**src/rtl/ltc_pkg.sv**
```systemverilog
// Shared types, constants and a helper function for the linear timecode edge decoder.
// Used by every module in rtl/; depends on nothing else.
package ltc_pkg;

  localparam int unsigned TimeW      = 26;
  localparam int unsigned TimerWrap  = 42949672;
  localparam int unsigned IntervalW  = 27;
  localparam int unsigned CfgW       = 16;
  localparam int unsigned CfgIdxW    = 2;
  localparam int unsigned FifoDepth  = 4;
  localparam int unsigned FifoPtrW   = $clog2(FifoDepth);
  localparam int unsigned FifoCntW   = $clog2(FifoDepth + 1);
  localparam int unsigned BitPosW    = 7;
  localparam int unsigned DataW      = 64;
  localparam int unsigned FrameCntW  = 8;
  localparam int unsigned OnesW      = 4;

  localparam logic [CfgW-1:0]      ShortMinReset = 16'd150;
  localparam logic [CfgW-1:0]      LongMinReset  = 16'd380;
  localparam logic [CfgW-1:0]      LongMaxReset  = 16'd600;
  localparam logic [OnesW-1:0]     SyncOnes      = 4'd12;
  localparam logic [BitPosW-1:0]   SyncPos       = 7'd77;
  localparam logic [BitPosW-1:0]   FramePos      = 7'd80;
  localparam logic [BitPosW-1:0]   LastDataPos   = 7'd63;
  localparam logic [FrameCntW-1:0] FrameCntMax   = 8'd255;
  localparam logic [FrameCntW-1:0] FpsFilmMax    = 8'd24;
  localparam logic [FrameCntW-1:0] FpsEbuMax     = 8'd26;
  localparam logic [FrameCntW-1:0] FpsSmpteMin   = 8'd28;
  localparam logic [FrameCntW-1:0] FpsMax        = 8'd30;

  typedef enum logic [CfgIdxW-1:0] {
    CFG_SHORT_MIN = 2'd0,
    CFG_LONG_MIN  = 2'd1,
    CFG_LONG_MAX  = 2'd2
  } cfg_idx_e;

  typedef enum logic [1:0] {
    EV_TICK      = 2'd0,
    EV_RANGE_ERR = 2'd1,
    EV_SHORT     = 2'd2,
    EV_LONG      = 2'd3
  } ev_kind_e;

  typedef enum logic [2:0] {
    RATE_FILM    = 3'd0,
    RATE_EBU     = 3'd1,
    RATE_DROP    = 3'd2,
    RATE_SMPTE   = 3'd3,
    RATE_UNKNOWN = 3'd4
  } rate_e;

  typedef struct packed {
    logic empty;
    logic full;
  } fifo_stat_t;

  typedef struct packed {
    logic [BitPosW-1:0] bit_pos;
    logic               sync_seen;
  } back_stat_t;

  function automatic logic [6:0] bcd_to_bin(input logic [2:0] tens, input logic [3:0] units);
    bcd_to_bin = 7'({tens, 3'b000}) + 7'({tens, 1'b0}) + 7'(units);
  endfunction

endpackage

```
**src/rtl/ltc_front.sv**
```systemverilog
// Front end: holds the configuration registers and the last edge timestamp,
// and classifies each accepted item into a queue event. Depends on ltc_pkg.
module ltc_front (
  input  logic                         clk_i,
  input  logic                         rst_ni,
  input  logic                         cfg_we_i,
  input  logic [ltc_pkg::CfgIdxW-1:0]  cfg_idx_i,
  input  logic [ltc_pkg::CfgW-1:0]     cfg_wdata_i,
  input  logic                         in_valid_i,
  output logic                         in_ready_o,
  input  logic                         command_i,
  input  logic [ltc_pkg::TimeW-1:0]    edge_time_us_i,
  input  ltc_pkg::fifo_stat_t          fifo_stat_i,
  output logic                         push_o,
  output ltc_pkg::ev_kind_e            push_kind_o
);

  logic [ltc_pkg::CfgW-1:0]      short_min_q;
  logic [ltc_pkg::CfgW-1:0]      long_min_q;
  logic [ltc_pkg::CfgW-1:0]      long_max_q;
  logic [ltc_pkg::TimeW-1:0]     last_time_q;
  logic [ltc_pkg::TimeW-1:0]     last_time_d;
  logic [ltc_pkg::TimeW-1:0]     back_diff;
  logic                          wrapped;
  logic                          wrap_ok;
  logic [ltc_pkg::IntervalW-1:0] interval;
  logic                          in_range;

  always_ff @(posedge clk_i or negedge rst_ni) begin
    if (!rst_ni) begin
      short_min_q <= ltc_pkg::ShortMinReset;
      long_min_q  <= ltc_pkg::LongMinReset;
      long_max_q  <= ltc_pkg::LongMaxReset;
    end else if (cfg_we_i) begin
      unique case (cfg_idx_i)
        ltc_pkg::CFG_SHORT_MIN: short_min_q <= cfg_wdata_i;
        ltc_pkg::CFG_LONG_MIN:  long_min_q  <= cfg_wdata_i;
        ltc_pkg::CFG_LONG_MAX:  long_max_q  <= cfg_wdata_i;
        default: ;
      endcase
    end
  end

  assign in_ready_o = !fifo_stat_i.full;
  assign push_o     = in_valid_i && !fifo_stat_i.full;

  assign wrapped   = (last_time_q >= edge_time_us_i);
  assign back_diff = last_time_q - edge_time_us_i;
  assign wrap_ok   = (back_diff != '0) &&
                     (ltc_pkg::IntervalW'(back_diff) < ltc_pkg::IntervalW'(ltc_pkg::TimerWrap));

  always_comb begin
    if (wrapped) begin
      interval = ltc_pkg::IntervalW'(ltc_pkg::TimerWrap) - ltc_pkg::IntervalW'(back_diff);
    end else begin
      interval = ltc_pkg::IntervalW'(edge_time_us_i) - ltc_pkg::IntervalW'(last_time_q);
    end
  end

  assign in_range = (!wrapped || wrap_ok) &&
                    (interval >= ltc_pkg::IntervalW'(short_min_q)) &&
                    (interval <= ltc_pkg::IntervalW'(long_max_q));

  always_comb begin
    last_time_d = last_time_q;
    if (command_i) begin
      push_kind_o = ltc_pkg::EV_TICK;
    end else begin
      last_time_d = edge_time_us_i;
      if (!in_range) begin
        push_kind_o = ltc_pkg::EV_RANGE_ERR;
      end else if (interval > ltc_pkg::IntervalW'(long_min_q)) begin
        push_kind_o = ltc_pkg::EV_LONG;
      end else begin
        push_kind_o = ltc_pkg::EV_SHORT;
      end
    end
  end

  always_ff @(posedge clk_i or negedge rst_ni) begin
    if (!rst_ni) begin
      last_time_q <= '0;
    end else if (push_o) begin
      last_time_q <= last_time_d;
    end
  end

endmodule

```
**src/rtl/ltc_fifo.sv**
```systemverilog
// Short event queue between the front end and the decode back end.
// Depends on ltc_pkg for the depth, pointer widths and event type.
module ltc_fifo (
  input  logic                 clk_i,
  input  logic                 rst_ni,
  input  logic                 push_i,
  input  ltc_pkg::ev_kind_e    push_kind_i,
  input  logic                 pop_i,
  output ltc_pkg::ev_kind_e    pop_kind_o,
  output ltc_pkg::fifo_stat_t  stat_o
);

  ltc_pkg::ev_kind_e              entry_q [ltc_pkg::FifoDepth];
  logic [ltc_pkg::FifoPtrW-1:0]   wr_ptr_q;
  logic [ltc_pkg::FifoPtrW-1:0]   rd_ptr_q;
  logic [ltc_pkg::FifoCntW-1:0]   count_q;
  logic [ltc_pkg::FifoCntW-1:0]   count_d;

  assign stat_o.empty = (count_q == '0);
  assign stat_o.full  = (count_q == ltc_pkg::FifoCntW'(ltc_pkg::FifoDepth));
  assign pop_kind_o   = entry_q[rd_ptr_q];

  always_comb begin
    count_d = count_q;
    if (push_i && !pop_i) begin
      count_d = count_q + 1'b1;
    end else if (pop_i && !push_i) begin
      count_d = count_q - 1'b1;
    end
  end

  always_ff @(posedge clk_i or negedge rst_ni) begin
    if (!rst_ni) begin
      wr_ptr_q <= '0;
      rd_ptr_q <= '0;
      count_q  <= '0;
    end else begin
      count_q <= count_d;
      if (push_i) begin
        wr_ptr_q <= wr_ptr_q + 1'b1;
      end
      if (pop_i) begin
        rd_ptr_q <= rd_ptr_q + 1'b1;
      end
    end
  end

  always_ff @(posedge clk_i) begin
    if (push_i) begin
      entry_q[wr_ptr_q] <= push_kind_i;
    end
  end

endmodule

```
**src/rtl/ltc_back.sv**
```systemverilog
// Back end: bit cell assembly, sync detection, frame counting and the result register.
// Depends on ltc_pkg; takes events from ltc_fifo.
module ltc_back (
  input  logic                         clk_i,
  input  logic                         rst_ni,
  input  ltc_pkg::fifo_stat_t          fifo_stat_i,
  input  ltc_pkg::ev_kind_e            ev_kind_i,
  output logic                         pop_o,
  output ltc_pkg::back_stat_t          stat_o,
  output logic                         out_valid_o,
  input  logic                         out_ready_i,
  output logic [5:0]                   frames_o,
  output logic [6:0]                   seconds_o,
  output logic [6:0]                   minutes_o,
  output logic [5:0]                   hours_o,
  output logic                         drop_frame_o,
  output logic [2:0]                   rate_type_o,
  output logic                         signal_present_o
);

  logic [ltc_pkg::BitPosW-1:0]   bit_pos_q, bit_pos_d;
  logic                          half_q, half_d;
  logic [ltc_pkg::OnesW-1:0]     ones_q, ones_d;
  logic [ltc_pkg::OnesW-1:0]     ones_inc;
  logic                          sync_q, sync_d;
  logic [ltc_pkg::DataW-1:0]     data_q, data_d;
  logic [ltc_pkg::FrameCntW-1:0] fts_q, fts_d;
  logic [ltc_pkg::FrameCntW-1:0] fps_q, fps_d;
  logic                          cell_bit;
  logic                          emit;
  logic                          out_valid_q;
  logic [5:0]                    frames_q;
  logic [6:0]                    seconds_q;
  logic [6:0]                    minutes_q;
  logic [5:0]                    hours_q;
  logic                          drop_q;
  ltc_pkg::rate_e                rate_q;
  logic                          present_q;
  logic [6:0]                    frames_w;
  logic [6:0]                    hours_w;
  ltc_pkg::rate_e                rate_w;

  assign pop_o  = !fifo_stat_i.empty && (!out_valid_q || out_ready_i);
  assign stat_o = '{bit_pos: bit_pos_q, sync_seen: sync_q};

  always_comb begin
    bit_pos_d = bit_pos_q;
    half_d    = half_q;
    ones_d    = ones_q;
    sync_d    = sync_q;
    data_d    = data_q;
    fts_d     = fts_q;
    fps_d     = fps_q;
    cell_bit  = 1'b0;
    ones_inc  = ones_q + 1'b1;
    emit      = 1'b0;
    if (pop_o) begin
      unique case (ev_kind_i)
        ltc_pkg::EV_TICK: begin
          fps_d = fts_q;
          fts_d = '0;
        end
        ltc_pkg::EV_RANGE_ERR: begin
          bit_pos_d = '0;
        end
        ltc_pkg::EV_SHORT, ltc_pkg::EV_LONG: begin
          if (half_q) begin
            half_d = 1'b0;
          end else begin
            if (ev_kind_i == ltc_pkg::EV_LONG) begin
              ones_d = '0;
            end else begin
              cell_bit = 1'b1;
              half_d   = 1'b1;
              if (ones_inc == ltc_pkg::SyncOnes) begin
                ones_d    = '0;
                sync_d    = 1'b1;
                bit_pos_d = ltc_pkg::SyncPos;
              end else begin
                ones_d = ones_inc;
              end
            end
            if (bit_pos_d <= ltc_pkg::LastDataPos) begin
              data_d = {cell_bit, data_q[ltc_pkg::DataW-1:1]};
            end
            bit_pos_d = bit_pos_d + 1'b1;
            if (bit_pos_d == ltc_pkg::FramePos) begin
              bit_pos_d = '0;
              if (sync_d) begin
                sync_d = 1'b0;
                emit   = 1'b1;
              end
            end
          end
        end
        default: ;
      endcase
    end
    if (emit && (fts_q != ltc_pkg::FrameCntMax)) begin
      fts_d = fts_q + 1'b1;
    end
  end

  assign frames_w = ltc_pkg::bcd_to_bin({1'b0, data_d[9:8]}, data_d[3:0]);
  assign hours_w  = ltc_pkg::bcd_to_bin({1'b0, data_d[57:56]}, data_d[51:48]);

  always_comb begin
    priority if (data_d[10]) begin
      rate_w = ltc_pkg::RATE_DROP;
    end else if (fps_q <= ltc_pkg::FpsFilmMax) begin
      rate_w = ltc_pkg::RATE_FILM;
    end else if (fps_q <= ltc_pkg::FpsEbuMax) begin
      rate_w = ltc_pkg::RATE_EBU;
    end else if (fps_q >= ltc_pkg::FpsSmpteMin) begin
      rate_w = ltc_pkg::RATE_SMPTE;
    end else begin
      rate_w = ltc_pkg::RATE_UNKNOWN;
    end
  end

  always_ff @(posedge clk_i or negedge rst_ni) begin
    if (!rst_ni) begin
      bit_pos_q   <= '0;
      half_q      <= 1'b0;
      ones_q      <= '0;
      sync_q      <= 1'b0;
      data_q      <= '0;
      fts_q       <= '0;
      fps_q       <= '0;
      out_valid_q <= 1'b0;
    end else begin
      bit_pos_q <= bit_pos_d;
      half_q    <= half_d;
      ones_q    <= ones_d;
      sync_q    <= sync_d;
      data_q    <= data_d;
      fts_q     <= fts_d;
      fps_q     <= fps_d;
      if (emit) begin
        out_valid_q <= 1'b1;
      end else if (out_ready_i) begin
        out_valid_q <= 1'b0;
      end
    end
  end

  always_ff @(posedge clk_i) begin
    if (emit) begin
      frames_q  <= frames_w[5:0];
      seconds_q <= ltc_pkg::bcd_to_bin(data_d[26:24], data_d[19:16]);
      minutes_q <= ltc_pkg::bcd_to_bin(data_d[42:40], data_d[35:32]);
      hours_q   <= hours_w[5:0];
      drop_q    <= data_d[10];
      rate_q    <= rate_w;
      present_q <= (fps_q >= ltc_pkg::FpsFilmMax) && (fps_q <= ltc_pkg::FpsMax);
    end
  end

  assign out_valid_o      = out_valid_q;
  assign frames_o         = frames_q;
  assign seconds_o        = seconds_q;
  assign minutes_o        = minutes_q;
  assign hours_o          = hours_q;
  assign drop_frame_o     = drop_q;
  assign rate_type_o      = rate_q;
  assign signal_present_o = present_q;

endmodule

```
**src/rtl/ltc_timecode_edge_decoder.sv**
```systemverilog
// Top level of the linear timecode edge decoder.
// Instantiates ltc_front, ltc_fifo and ltc_back; depends on ltc_pkg.
//
// Usage: each input transaction carries a command (edge or one-second tick) and
// an edge timestamp in microseconds. The front end measures the interval since
// the previous edge against the three configuration registers and writes one
// event per transaction into a four-entry queue. The back end takes one event
// per cycle while its output register is free or being taken, assembles bit
// cells, detects sync and, when a frame completes, loads one output transaction
// with the decoded time and rate guess. Throughput is one input transaction per
// cycle while the queue is not full; the queue plus the output register set the
// figure. A frame's last edge is queued, then the result is registered. When the
// receiver stalls, the back end holds and the queue fills; in_ready_o drops
// once four events wait. Configuration registers are written through cfg_we_i,
// cfg_idx_i and cfg_wdata_i; the user must do so only while the block is idle,
// which the block does not enforce. Reset restores the default thresholds
// and clears all decode state, the queue pointers and the output valid flag.
module ltc_timecode_edge_decoder (
  input  logic                         clk_i,
  input  logic                         rst_ni,
  input  logic                         cfg_we_i,
  input  logic [ltc_pkg::CfgIdxW-1:0]  cfg_idx_i,
  input  logic [ltc_pkg::CfgW-1:0]     cfg_wdata_i,
  input  logic                         in_valid_i,
  output logic                         in_ready_o,
  input  logic                         command_i,
  input  logic [ltc_pkg::TimeW-1:0]    edge_time_us_i,
  output logic                         out_valid_o,
  input  logic                         out_ready_i,
  output logic [5:0]                   frames_o,
  output logic [6:0]                   seconds_o,
  output logic [6:0]                   minutes_o,
  output logic [5:0]                   hours_o,
  output logic                         drop_frame_o,
  output logic [2:0]                   rate_type_o,
  output logic                         signal_present_o
);

  ltc_pkg::fifo_stat_t fifo_stat;
  ltc_pkg::back_stat_t back_stat;
  ltc_pkg::ev_kind_e   push_kind;
  ltc_pkg::ev_kind_e   pop_kind;
  logic                push;
  logic                pop;

  ltc_front u_front (
    .clk_i          (clk_i),
    .rst_ni         (rst_ni),
    .cfg_we_i       (cfg_we_i),
    .cfg_idx_i      (cfg_idx_i),
    .cfg_wdata_i    (cfg_wdata_i),
    .in_valid_i     (in_valid_i),
    .in_ready_o     (in_ready_o),
    .command_i      (command_i),
    .edge_time_us_i (edge_time_us_i),
    .fifo_stat_i    (fifo_stat),
    .push_o         (push),
    .push_kind_o    (push_kind)
  );

  ltc_fifo u_fifo (
    .clk_i       (clk_i),
    .rst_ni      (rst_ni),
    .push_i      (push),
    .push_kind_i (push_kind),
    .pop_i       (pop),
    .pop_kind_o  (pop_kind),
    .stat_o      (fifo_stat)
  );

  ltc_back u_back (
    .clk_i            (clk_i),
    .rst_ni           (rst_ni),
    .fifo_stat_i      (fifo_stat),
    .ev_kind_i        (pop_kind),
    .pop_o            (pop),
    .stat_o           (back_stat),
    .out_valid_o      (out_valid_o),
    .out_ready_i      (out_ready_i),
    .frames_o         (frames_o),
    .seconds_o        (seconds_o),
    .minutes_o        (minutes_o),
    .hours_o          (hours_o),
    .drop_frame_o     (drop_frame_o),
    .rate_type_o      (rate_type_o),
    .signal_present_o (signal_present_o)
  );

  a_rate_drop: assert property (@(posedge clk_i) disable iff (!rst_ni)
    out_valid_o |-> ((rate_type_o == ltc_pkg::RATE_DROP) == drop_frame_o))
    else $error("Rate type disagrees with the drop-frame flag.");

  a_bit_pos: assert property (@(posedge clk_i) disable iff (!rst_ni)
    back_stat.bit_pos < ltc_pkg::FramePos)
    else $error("Bit position reached the frame length without wrapping.");

  a_result_source: assert property (@(posedge clk_i) disable iff (!rst_ni)
    $rose(out_valid_o) |-> $past(!fifo_stat.empty))
    else $error("Result appeared without a queued event.");

  a_time_range: assert property (@(posedge clk_i) disable iff (!rst_ni)
    out_valid_o |-> (frames_o <= 6'd45) && (hours_o <= 6'd45) &&
                    (seconds_o <= 7'd85) && (minutes_o <= 7'd85))
    else $error("Decoded time field out of range.");

endmodule

```
**config.mk**
```make
export PLATFORM = sky130hd
export DESIGN_NAME = ltc_timecode_edge_decoder
export DESIGN_NICKNAME = d
export VERILOG_FILES = /design/src/rtl/ltc_pkg.sv /design/src/rtl/ltc_front.sv /design/src/rtl/ltc_fifo.sv /design/src/rtl/ltc_back.sv /design/src/rtl/ltc_timecode_edge_decoder.sv
export SDC_FILE = /design/constraint.sdc
export NUM_CORES = 1
export LEC_CHECK = 0
export BUFFER_PORTS_ARGS = -buffer_cell sky130_fd_sc_hd__buf_4
export CAP_MARGIN = 0
export CORE_UTILIZATION = 50
export DETAILED_ROUTE_END_ITERATION = 7
export PLACE_DENSITY = 0.68
export SETUP_SLACK_MARGIN = 0.2
export SLEW_MARGIN = 20
export SYNTH_ARGS = -nofsm -noshare
export SYNTH_HDL_FRONTEND = slang
export SYNTH_SLANG_ARGS = --single-unit
```
**constraint.sdc**
```tcl
create_clock -name clk_i -period 7.4 [get_ports clk_i]
set_input_delay 1.11 -clock clk_i [delete_from_list [all_inputs] [get_ports clk_i]]
set_output_delay 1.11 -clock clk_i [all_outputs]
set_load 0.01 [all_outputs]
```
# Yosys cells after proc, flatten, opt, wreduce, memory -nomap -nowiden
# Memory sizes are Yosys's and may differ from the RTL's.
# Index checks and enable logic that the tools add are counted.
dict set report word_totals {
  output_inout_bits 33
  register_bits 206
  n_memories 1
  input_bits 50
  mem_bits_rw 8
}
dict set report classes {
  n_reduce_logical 39
  magnitude_cmp 11
  n_bitwise 2
  n_addsub 18
  n_eq_ne 10
  n_mux 43
}
# memory words width read_ports rd_clocked_by_memory_dff wr line_no
set memory_table {}
lappend memory_table {u_fifo.entry_q 4 2 1 0 1 ltc_fifo.sv:13} ;# ltc_pkg::ev_kind_e entry_q [ltc_pkg::FifoDepth];
# op n
set ops {}
lappend ops {{58-bit two-way mux} 4}
lappend ops {{7-bit two-way mux} 7}
lappend ops {{27-bit by 16-bit >= comparator with 1-bit output} 1}
lappend ops {{27-bit by 16-bit > comparator with 1-bit output} 1}
lappend ops {{27-bit by 16-bit less-or-equal comparator with 1-bit output} 1}
lappend ops {{27-bit two-way mux} 1}
lappend ops {{26-bit by 26-bit subtractor with 27-bit output} 1}
lappend ops {{26-bit by 26-bit subtractor with 27-bit output (first input constant)} 1}
lappend ops {{26-bit >= comparator} 1}
lappend ops {{26-bit less-than comparator (second input constant)} 1}
lappend ops {{26-bit nonzero test} 1}
lappend ops {{26-bit subtractor} 1}
lappend ops {{8-bit by 5-bit less-or-equal comparator with 1-bit output (second input constant)} 3}
lappend ops {{8-bit two-way mux} 3}
lappend ops {{1-bit two-way mux} 18}
lappend ops {{8-bit by 5-bit >= comparator with 1-bit output (second input constant)} 2}
lappend ops {{6-bit by 4-bit adder with 7-bit output} 2}
lappend ops {{7-bit by 4-bit adder with 7-bit output} 2}
lappend ops {{7-bit case mux with 2 select lines} 1}
lappend ops {{2-bit AND reduction} 7}
lappend ops {{5-bit by 3-bit adder with 6-bit output} 2}
lappend ops {{6-bit by 4-bit adder with 6-bit output} 2}
lappend ops {{2-bit nonzero test} 5}
lappend ops {{1-bit logical AND} 9}
lappend ops {{other kinds (26)} 46}

# Longest topological paths before layout
dict set report depth {
  word_depth 16
  ltp_mapped 27
}

# Cells and area by module
# Synthesis repeated with hierarchy kept, for this count alone.
dict set report hier_totals {
  hier_cells 1435
  area_unflattened_um2 14079.8
}
# mod seq_area_each_um2 area_each_um2 cells_each instances
set by_module_without_submodules {}
lappend by_module_without_submodules {ltc_front 1869.3 7777.5 961 1}
lappend by_module_without_submodules {ltc_back 3283.1 5619.1 430 1}
lappend by_module_without_submodules {ltc_fifo 415.4 683.2 44 1}

# Least setup slack after synthesis
# No wires, ideal clock.
dict set report synth_timing {
  path_type {in2reg}
  startpoint {in edge_time_us_i[16] in the netlist's numbering}
  endpoint {mem u_fifo.entry_q[0][0] in the netlist's numbering (data pin)}
  setup_slack_ps 1489
  stages 24
  n_path_buf 3
  setup_ps 269
  t_required_ps 7131
  arrival_ps 5642
  cell_sequence {inv_1 -> ha_1 -> clkbuf_1 -> nand4_1 -> or4_1 -> o2bb2ai_1 -> a2111oi_0 -> a22oi_1 -> buf_6 -> clkbuf_1 -> o21ai_0 -> xnor2_1 -> ha_1 -> a21o_1 -> a21o_1 -> a21oi_1 -> nor2b_1 -> a211oi_1 -> o31ai_1 -> a22oi_1 -> nand4_1 -> o31ai_1 -> o211ai_2 -> o31a_1}
}
dict set report synth_between {
  elab_chain_cells 8
  word_cells_on_any_way 18
  cone_classes {add/sub (3); order compare (5); mux (4); reduce/logical (6)}
}
# element line_no
set synth_lines {}
lappend synth_lines {{start, declared} ltc_timecode_edge_decoder.sv:27} ;# input logic [ltc_pkg::TimeW-1:0] edge_time_us_i,
lappend synth_lines {{26-bit subtractor} ltc_front.sv:48} ;# assign back_diff = last_time_q - edge_time_us_i;
lappend synth_lines {{26-bit by 26-bit subtractor with 27-bit output (tied with other cells)} ltc_front.sv:54} ;# interval = ltc_pkg::IntervalW'(ltc_pkg::TimerWrap) - ltc_pkg::IntervalW'(back_diff);
lappend synth_lines {{27-bit two-way mux or 1-bit logical AND (tied branches)} {ltc_front.sv:53, ltc_front.sv:49}}
lappend synth_lines {{27-bit by 16-bit >= comparator with 1-bit output or 1-bit logical OR (tied branches)} {ltc_front.sv:61, ltc_front.sv:60}}
lappend synth_lines {{1-bit logical AND} ltc_front.sv:60} ;# assign in_range = (!wrapped || wrap_ok) &&
lappend synth_lines {{1-bit logical AND} ltc_front.sv:61} ;# (interval >= ltc_pkg::IntervalW'(short_min_q)) &&
lappend synth_lines {{2-bit two-way mux *} ltc_front.sv:70} ;# if (!in_range) begin
lappend synth_lines {{2-bit two-way mux *} ltc_front.sv:66} ;# if (command_i) begin
lappend synth_lines {{named net push_kind[0]} ltc_timecode_edge_decoder.sv:41} ;# ltc_pkg::ev_kind_e push_kind;
lappend synth_lines {{end, declared} ltc_fifo.sv:13}
# The timed path passes the listed nets; every way through them passes the cells marked *.

# Worst setup path in the final report
dict set report layout_timing {
  startpoint {in edge_time_us_i[18] in the netlist's numbering}
  endpoint {mem u_fifo.entry_q[2][0] in the netlist's numbering (data pin)}
}
# Same word-level chain as after synthesis.

==> flow_summary.json <==
{
  "synthFlopType": "dfrtp_1",
  "grt_util_met2": 0.377,
  "dieHeight_um": 170,
  "async_reset_ff_frac": 0.818,
  "setup_ws_ps": 1050,
  "cap_violations": 0,
  "grt_use_met1": 0.283,
  "yosys.area.top_type": "dfrtp_1",
  "cp-startpoint": "edge_time_us_i[18]",
  "status": "finished, final reports clean",
  "layout_common_cells": "dfrtp_1, inv_1, ha_1",
  "rr_worst_depth": 21,
  "numCtsBuffers": 25,
  "initial_core_util": 0.508,
  "synth_edf_count": 39,
  "synth.cell_area_um2": 14100,
  "htreeDepth": 1,
  "syn_nets": 1613,
  "cp_max_fo": 14,
  "drcViolationCount": 0,
  "io_buffers": 82,
  "cts_resized": 0,
  "worstHoldPathCells": 2,
  "r2r_setup_slack_ps": 1380,
  "std_cell_rows": 61,
  "grt_pass1_wl_mm": 51.5,
  "fin_tns_setup_ps": 0,
  "pin_count": 83,
  "fin_crit_sh": 0.859,
  "clk_pin_slew_ps": 60,
  "grtUsageTotal": 0.218,
  "drtPass1Iterations": 7,
  "min_path_type": "flop to flop",
  "fmax_mhz": 157,
  "final_common_cell": "dfrtp_1",
  "hold_buffers": 0,
  "ant_nets": 0,
  "antenna_cells": 0,
  "nNetsFinal": 1683,
  "grt_pass1_vias": 10463,
  "syn_to_final_growth_pct": 12.6,
  "core_um2": 27700,
  "synth_top_area_frac": 0.286,
  "r2r_end": "u_fifo.entry_q[2][0]$_DFFE_PP_",
  "setup_violations": 0,
  "synth.area.top_cells": "dfrtp_1, ha_1, edfxtp_1",
  "rsz0062_at_grt": "no",
  "whs_endpoint": "u_back.data_q[63]$_DFFE_PN0P_",
  "syn_inst": 1428,
  "routedWlPerCell_um": 16.3,
  "grt_max_degree": 104,
  "worst_pin_slew_ps": 1030,
  "drive_gt1_frac": 0.181,
  "report.final.slew_viol_count": 0,
  "die_w_um": 170,
  "design_area_um2": 15800,
  "crit_required_ps": 7660,
  "crit_path_start_kind": "input port",
  "cp-end-kind": "flop",
  "drt_iter0_drc": 686,
  "powerDensity_nw_per_um2": 392,
  "postCtsSetupRepairBufs": 0,
  "grt_overflow": 0,
  "reg2reg_from": "u_front.last_time_q[18]$_DFFE_PN0P_",
  "peakVddDrop_v": 0.000279,
  "place_area_um2": 15000,
  "cts_buffer_depth": 3,
  "seq_area_frac_synth": 0.396,
  "gp_congestion": 0.946,
  "ys_seq_elements": 214,
  "top_usage_layer": "met2",
  "cts.sinks": 214,
  "worstSkewPairLatency_ps": 530,
  "dieArea_um2": 28800,
  "slew_headroom": 0.314,
  "use_met3": 0.0333,
  "worst-endpoint-arrival_ps": 6610,
  "routed_wirelength_mm": 30.9,
  "antenna_found_initial": 0,
  "p_leak_uw": 0.00748,
  "routed_via_density": 5.60,
  "min_period_ps": 6350,
  "dpl.hpwl_mm": 23.2,
  "crit_type": "input port to flop",
  "synth_cell_type_count": 91,
  "yosysWarnings": 0,
  "min_from": "u_back.data_q[63]$_DFFE_PN0P_",
  "preCtsSetupSlack_ps": 547,
  "vias": 10608,
  "final-hold-violation-count": 0,
  "tritoncts": "yes",
  "ctsRootBufferMaster": "clkbuf_16",
  "clock_skew_ps": 19.3,
  "syn_area_per_cell_um2": 9.85
}
==> final cells by class <==
| cell class | instances | area [µm²] |
|---|---|---|
| well taps | 378 | 473 |
| clock inverters | 14 | 145 |
| repair buffers | 92 | 694 |
| flip-flops and latches | 214 | 5570 |
| fillers | 2414 | 11900 |
| inverters | 137 | 514 |
| multi-input cells | 1028 | 7740 |
| clock buffers | 32 | 703 |
==> synth_stat cells (5+ instances only) <==
library cell and n:
or3_1 9, ha_1 126, inv_1 136, a31oi_1 11, o211ai_1 8, dfstp_2 14
a311o_1 5, mux2i_1 13, a22oi_1 5, o21bai_1 5, mux2_2 101, nand3_1 28
buf_6 8, o21ai_0 110, and2_1 10, buf_2 6, nor3b_1 6, clkbuf_1 28
xnor2_1 43, nand2_1 125, fa_1 9, nand4_1 16, a211oi_1 9, a21oi_1 86
and3_1 20, nor2b_1 13, o31ai_1 7, xor2_1 29, nor3_1 18, edfxtp_1 39
a21o_1 24, o21a_1 15, nor4_1 12, nand2b_1 12, dfrtp_1 161, nor2_1 66
==> cells by family after synthesis <==
group,Yosys count,synth area share
AOI/OAI and AO/OA,346,0.159
and+or+nand+nor,357,0.125
muxes,117,0.0943
xor gates and xnor gates,73,0.0460
DFF,214,0.396
buffers and inverters,186,0.0552
adders and majority gates,135,0.125
==> metrics by stage <==
step / utilization / std cells / hold WS [ps] / power (µW)
after floorplan: - / 1428 / 446 / 4190
after global placement: 0.541 / 1849 / 464 / 4890
after detailed placement: 0.541 / 1849 / 467 / 4950
after CTS: 0.571 / 1895 / 481 / 6240
after global routing: 0.572 / 1895 / 508 / 6730
final: 0.572 / 1895 / 475 / 6210
==> state kept, by name, indices dropped and copies added, names as in the netlist, 8 cells and up <==
register	cells
u_back.data_q	64
u_front.last_time_q	26
u_front.long_max_q	16
u_front.long_min_q	16
u_front.short_min_q	16
u_back.fps_q	8
u_back.fts_q	8
u_fifo.entry_q	8
==> how the worst max path moves through the flow <==
stage,cells past startpoint,slack [ps],end
finish,23,1050,u_fifo.entry_q[2][0]$_DFFE_PP_
global route,23,620,u_fifo.entry_q[1][1]$_DFFE_PP_
CTS,23,1080,u_fifo.entry_q[2][0]$_DFFE_PP_
detailed placement,23,550,u_fifo.entry_q[1][0]$_DFFE_PP_
global placement,23,670,u_fifo.entry_q[0][0]$_DFFE_PP_
floorplan,24,1490,u_fifo.entry_q[0][0]$_DFFE_PP_
==> worst max-delay path, stage by stage <==
cell and delay, ps:
buf_4 90, inv_1 40, ha_1 520, nand4_1 240, or4_1 580, o2bb2ai_1 150
a2111oi_0 130, a22oi_2 610, clkinv_1 470, nor2_1 190, a21oi_1 60, xnor2_1 270
ha_1 310, o21a_1 110, o211ai_1 150, nand3_1 100, a211oi_1 230, o31ai_1 130
a22oi_1 270, nand4_1 130, o31ai_1 280, o211ai_2 130, o31a_1 290
==> routing by layer <==
layer,wire [µm],part of all wire
met1,13700,0.44
met2,14900,0.48
met3,1610,0.052
met4,701,0.023
met5,0,0
==> where the power goes <==
| group | switching [µW] | internal (µW) | total, µW |
|---|---|---|---|
| Combinational | 2000 | 1410 | 3410 |
| Sequential | 121 | 1430 | 1560 |
| Clock | 495 | 746 | 1240 |
No activity file was read; power rests on OpenSTA's default activity.
